--- src/design/oaht_pkg.sv ---
//------------------------------------------------------------------------------
// oaht_pkg
// Shared types, constants and codes for the open-addressing key table.
//------------------------------------------------------------------------------
`default_nettype none
package oaht_pkg;

    localparam int unsigned SLOTS_DEFAULT = 1024;
    localparam int unsigned CAP_W         = 11;
    localparam int unsigned KEY_W         = 32;
    localparam int unsigned HASH_W        = 32;
    localparam int unsigned CNT_W         = 32;
    localparam int unsigned SLOT_OUT_W    = 10;
    localparam int unsigned OCC_W         = 11;
    localparam logic [CAP_W-1:0] CAP_RESET = 11'd1021;

    // operation codes
    localparam logic [1:0] OP_INSERT = 2'd0;
    localparam logic [1:0] OP_SEARCH = 2'd1;
    localparam logic [1:0] OP_DELETE = 2'd2;

    // status codes
    localparam logic [1:0] ST_OK       = 2'd0;
    localparam logic [1:0] ST_NOTFOUND = 2'd1;
    localparam logic [1:0] ST_FULL     = 2'd2;

    // slot marks
    localparam logic [1:0] MARK_UNUSED  = 2'd0;
    localparam logic [1:0] MARK_LIVE    = 2'd1;
    localparam logic [1:0] MARK_DELETED = 2'd2;

    // register indexes
    localparam logic [0:0] REG_CAPACITY = 1'd0;
    localparam logic [0:0] REG_PROBING  = 1'd1;

    // controller to datapath
    typedef struct packed {
        logic load;       // capture item, start modulo
        logic mod_step;   // one bit of hash reduction
        logic probe_init; // set probe to home
        logic rd;         // issue slot read
        logic advance;    // next probe offset
        logic coll;       // count a collision
        logic wr_live;    // write key, mark live
        logic wr_del;     // mark deleted
        logic op_inc;     // count op
        logic live_inc;
        logic live_dec;
        logic res_ok;     // latch result ok
        logic res_fail;   // latch result fail
        logic out_load;   // move result into the output register
        logic clr_step;   // clearing sweep step
    } ctrl_t;

    // datapath to controller
    typedef struct packed {
        logic mod_done;
        logic is_live;
        logic is_unused;
        logic key_eq;
        logic probes_done;
        logic half_full;
        logic clr_done;
        logic [1:0] op;
    } stat_t;

endpackage
`default_nettype wire

--- src/design/oaht_ctrl.sv ---
//------------------------------------------------------------------------------
// oaht_ctrl
// Sequencer: reset sweep, hash reduction, probe loop and result handshake.
//------------------------------------------------------------------------------
`default_nettype none
module oaht_ctrl (
    input  wire logic            aclk,
    input  wire logic            aresetn,
    input  wire logic            s_fire,
    output logic                 s_ready,
    output logic                 m_valid,
    input  wire logic            m_ready,
    output oaht_pkg::ctrl_t      ctrl,
    input  wire oaht_pkg::stat_t stat
);
    typedef enum logic [7:0] {
        S_CLEAR = 8'b0000_0001,
        S_IDLE  = 8'b0000_0010,
        S_MOD   = 8'b0000_0100,
        S_INIT  = 8'b0000_1000,
        S_READ  = 8'b0001_0000,
        S_EVAL  = 8'b0010_0000,
        S_DONE  = 8'b0100_0000,
        S_OUT   = 8'b1000_0000
    } state_t;

    state_t state_reg, state_next;
    logic   valid_reg, valid_next;

    // output register frees once taken; next item may enter while it waits
    always_comb begin
        state_next = state_reg;
        valid_next = valid_reg;
        ctrl       = '0;
        if (m_valid && m_ready) valid_next = 1'b0;
        unique case (state_reg)
            S_CLEAR: begin
                ctrl.clr_step = 1'b1;
                if (stat.clr_done) begin
                    ctrl.clr_step = 1'b0;
                    state_next    = S_IDLE;
                end
            end
            S_IDLE: begin
                if (s_fire) begin
                    ctrl.load  = 1'b1;
                    state_next = S_MOD;
                end
            end
            S_MOD: begin
                ctrl.mod_step = 1'b1;
                if (stat.mod_done) begin
                    ctrl.mod_step = 1'b0;
                    state_next    = S_INIT;
                end
            end
            S_INIT: begin
                ctrl.probe_init = 1'b1;
                priority if (stat.op == oaht_pkg::OP_INSERT && stat.half_full) begin
                    ctrl.probe_init = 1'b0;
                    ctrl.res_fail   = 1'b1;
                    state_next      = S_DONE;
                end else if (stat.op == oaht_pkg::OP_INSERT ||
                             stat.op == oaht_pkg::OP_SEARCH ||
                             stat.op == oaht_pkg::OP_DELETE) begin
                    if (stat.op != oaht_pkg::OP_INSERT) ctrl.op_inc = 1'b1;
                    state_next = S_READ;
                end else begin
                    ctrl.probe_init = 1'b0;
                    ctrl.res_fail   = 1'b1;
                    state_next      = S_DONE;
                end
            end
            S_READ: begin
                ctrl.rd    = 1'b1;
                state_next = S_EVAL;
            end
            S_EVAL: begin
                if (stat.op == oaht_pkg::OP_INSERT) begin
                    if (!stat.is_live) begin
                        ctrl.wr_live  = 1'b1;
                        ctrl.live_inc = 1'b1;
                        ctrl.op_inc   = 1'b1;
                        ctrl.res_ok   = 1'b1;
                        state_next    = S_DONE;
                    end else begin
                        ctrl.coll = 1'b1;
                        if (stat.probes_done) begin
                            ctrl.res_fail = 1'b1;
                            state_next    = S_DONE;
                        end else begin
                            ctrl.advance = 1'b1;
                            state_next   = S_READ;
                        end
                    end
                end else begin
                    priority if (stat.is_live && stat.key_eq) begin
                        ctrl.res_ok = 1'b1;
                        if (stat.op == oaht_pkg::OP_DELETE) begin
                            ctrl.wr_del   = 1'b1;
                            ctrl.live_dec = 1'b1;
                        end
                        state_next = S_DONE;
                    end else if (stat.is_unused) begin
                        ctrl.res_fail = 1'b1;
                        state_next    = S_DONE;
                    end else begin
                        ctrl.coll = 1'b1;
                        if (stat.probes_done) begin
                            ctrl.res_fail = 1'b1;
                            state_next    = S_DONE;
                        end else begin
                            ctrl.advance = 1'b1;
                            state_next   = S_READ;
                        end
                    end
                end
            end
            S_DONE: begin
                // wait for the output register to drain, then load it
                if (!valid_reg || m_ready) begin
                    ctrl.out_load = 1'b1;
                    valid_next    = 1'b1;
                    state_next    = S_IDLE;
                end
            end
            S_OUT: begin
                state_next = S_IDLE;
            end
            default: begin
                state_next = S_IDLE;
            end
        endcase
    end

    always_ff @(posedge aclk) begin
        if (!aresetn) begin
            state_reg <= S_CLEAR;
            valid_reg <= 1'b0;
        end else begin
            state_reg <= state_next;
            valid_reg <= valid_next;
        end
    end

    assign s_ready = (state_reg == S_IDLE);
    assign m_valid = valid_reg;
endmodule
`default_nettype wire
--- config.mk ---
export PLATFORM = sky130hd
export DESIGN_NAME = oaht_ctrl
export DESIGN_NICKNAME = d
export VERILOG_FILES = /design/src/design/oaht_pkg.sv /design/src/design/oaht_ctrl.sv
export SDC_FILE = /design/constraint.sdc
export NUM_CORES = 1
export LEC_CHECK = 0
export ABC_AREA = 1
export BUFFER_PORTS_ARGS = -buffer_cell sky130_fd_sc_hd__buf_4
export CORE_MARGIN = 5
export CORE_UTILIZATION = 49
export DETAILED_ROUTE_END_ITERATION = 6
export GPL_TIMING_DRIVEN = 1
export PLACE_DENSITY = 0.82
export RECOVER_POWER = 100
export SYNTH_ARGS = -nofsm -noshare
export SYNTH_HDL_FRONTEND = slang
export SYNTH_SLANG_ARGS = --single-unit
--- constraint.sdc ---
create_clock -name aclk -period 3.5 [get_ports aclk]
set_input_delay 0.35 -clock aclk [delete_from_list [all_inputs] [get_ports aclk]]
set_output_delay 0.35 -clock aclk [all_outputs]
set_load 0.02 [all_outputs]
==> reports/summary.txt <==
status: finished clean
Simple-Gate Fraction of Synth Area: 0.502
Vias: 758
Hold WC Path Type: input port to register
Worst Path Arrival: 1.87 ns
CTS sink count: 8
postcts setup bufs: 0
Mean Syn Cell Area: 6.07 µm²
width of the die: 47.4 µm
CTS tree: built
Post-Synth Adder-Cell Area: 0.0547
syn nets: 129
Sw Ratio: 0.292
Highest Clock Rate: 0.451 GHz
DRC: 0
largest family of logic cells by synthesized area: simple AND/OR/NAND/NOR gates
YS warnings: 0
HPWL after detailed placement: 1360 µm
crit-path cells: nor2_1, nand2_4, nor2_1, inv_1, nor3_1, buf_4
Mapped Area: 686 µm²
vias in the first global route: 710
Min Hold Slack: 0.307 ns
CP max stage cell: dfxtp_1
Mapped Cells: 113
Flop pwr share: 0.448
Tcrit/Tclk final: 0.634
largest net degree at the start of global routing: 7
Resize count post-CTS: 0
#FFs+latches synth: 8
drt total wl: 1580 µm
Crit path max-delay family: simple AND/OR/NAND/NOR gates
hold_buf cts: 0
GRT Util Overall: 0.177
Slew headroom: 0.775
non-filler cells in the finished layout: 158
I/O pins: 30
total power: 0.220 mW
initial antenna violation count: 0
nets: 161
Fillers: 140
P_sw: 0.0641 mW
total die area: 0.00225 mm²
CTS root buf: clkbuf_4
wire per inst: 10.0 µm
Post-DRT Antenna Nets: 0
post-synth cell types: 19
slew at the pin with the worst max-slew slack: 0.336 ns
number of flip-flops in the largest register: 7
fin. max-slew vios: 0
final setup vio count: 0
post-synthesis mux area share: 0
Inst Count DP: 155
WS Path Type: register to output port
top cell type's share of synthesized area: 0.234
peak fanout along the critical path: 6
MaxCap Viol Count: 0
H-tree levels: 1
Core Area: 0.00132 mm²
startpoint types: register
Worst Path Required: 3.15 ns
first-pass GRT wire length: 2760 µm
Die Height: 47.4 µm
RSZ-0062 raised after global routing: false
cts bufs inserted: 3
slowest cell delay on critical path: 0.34 ns
Int Power: 0.155 mW
Logic pwr share: 0.232
Cell Pwr Density: 261 mW/mm²
clk_lat worst skew: 0.25 ns
Bufs and invs on worst path: 2
setup ws final: 1.28 ns
Synth Area in XOR/XNOR: 0
Clock transition at path regs: 0.05 ns
Initial DRT Pass Iterations: 4
Layout area overhead: 22.6%
dpl ws: 1.67 ns
register area share after synthesis: 0.234
Crit path top cell by count: nor2_1
gpl congestion: 0.756
share of cells above drive strength 1: 0.182
num rows: 13
Compound-Gate Fraction of Synth Area: 0.0566
cell leakage power: 0.482 nW
skew final: 0.000806 ns
VDD IR max: 0.112 mV
DRT iter0 DRCs: 11
clock share of power: 0.321
Sum Neg Setup Slack: 0 ns
CTS max path bufs: 2
diode count: 0
PortBufs: 29
min Tclk post-route: 2.22 ns
post-DR vias/cell: 4.80
top post-synthesis cells by area: dfxtp_1 23%, nand2_1 15%, inv_1 12%
Starting Density: 0.520
residual overflow from global routing: 0
count of final hold-check violations: 0
largest area contributor in the netlist: dfxtp_1
Critical Path End Type: output port
[path summary, 6_finish.rpt]
path / start / end / slack, ns / cells after the start
worst min register to register: state_reg[4] / state_reg[5] / 0.50 / 2
worst min-delay path: aresetn / state_reg[0] / 0.31 / 2
worst max-delay path: state_reg[2] / ctrl[10] / 1.28 / 6
worst max register to register: state_reg[2] / state_reg[4] / 1.91 / 7
[layout make-up]
cell class                 count  area, µm²  share of cell area
multi-input combinational     79        377               0.448
timing repair buffer          29        173               0.205
sequential                     8        160               0.190
inverter                      24       90.1               0.107
clock buffer                   3       22.5              0.0268
tap                           15       18.8              0.0223
[cell families after synthesis]
kind of cell | Yosys count
flops | 8
simple gates | 69
compound gates | 7
fa+ha+maj | 3
buf+inv | 26
[through the flow]
stage / cell area, µm² / util
global route: 841 / 0.638
global placement: 907 / 0.689
finish: 841 / 0.638
floorplan: 686 / -
CTS: 930 / 0.706
detailed placement: 907 / 0.689
[synthesized netlist by cell type, drive strengths merged]
cell / n
nand2: 28
nor2: 27
inv: 24
nand3: 9
dfxtp: 8
nor3: 4
ha: 3
o21ai: 3
a21oi: 2
buf: 2
a31oi: 1
o21a: 1
or2: 1
[layer usage]
metal  GRT usage  up-vias  part of all wire
met2       0.297       24              0.49
met4      0.0994        0             0.025
met1       0.197      328              0.41
met5           0        -                 0
met3      0.0536        4             0.064
li1            -      402                 -
[power groups by stage]
stage / combinational, mW / clock, mW / sequential (mW)
after CTS: 0.0563 / 0.0726 / 0.0984
after floorplan: 0.0342 / 0 / 0.0996
after global routing: 0.0581 / 0.0796 / 0.0985
after detailed placement: 0.0560 / 0 / 0.100
final: 0.0509 / 0.0704 / 0.0982
after global placement: 0.0544 / 0 / 0.100
[layout by cell type (no fill, tap or decap)]
cell type,count
nand2_1,27
inv_1,24
nor3_1,4
or2_2,1
dfxtp_1,8
nor2_1,23
o21a_1,1
nor2_2,3
clkbuf_4,3
ha_1,3
buf_4,17
a31oi_1,1
o21ai_0,3
nand2_4,1
nand3_1,9
clkbuf_1,12
nor2_4,1
a21oi_1,2
Note: power is estimated with default switching activity, not from simulation.
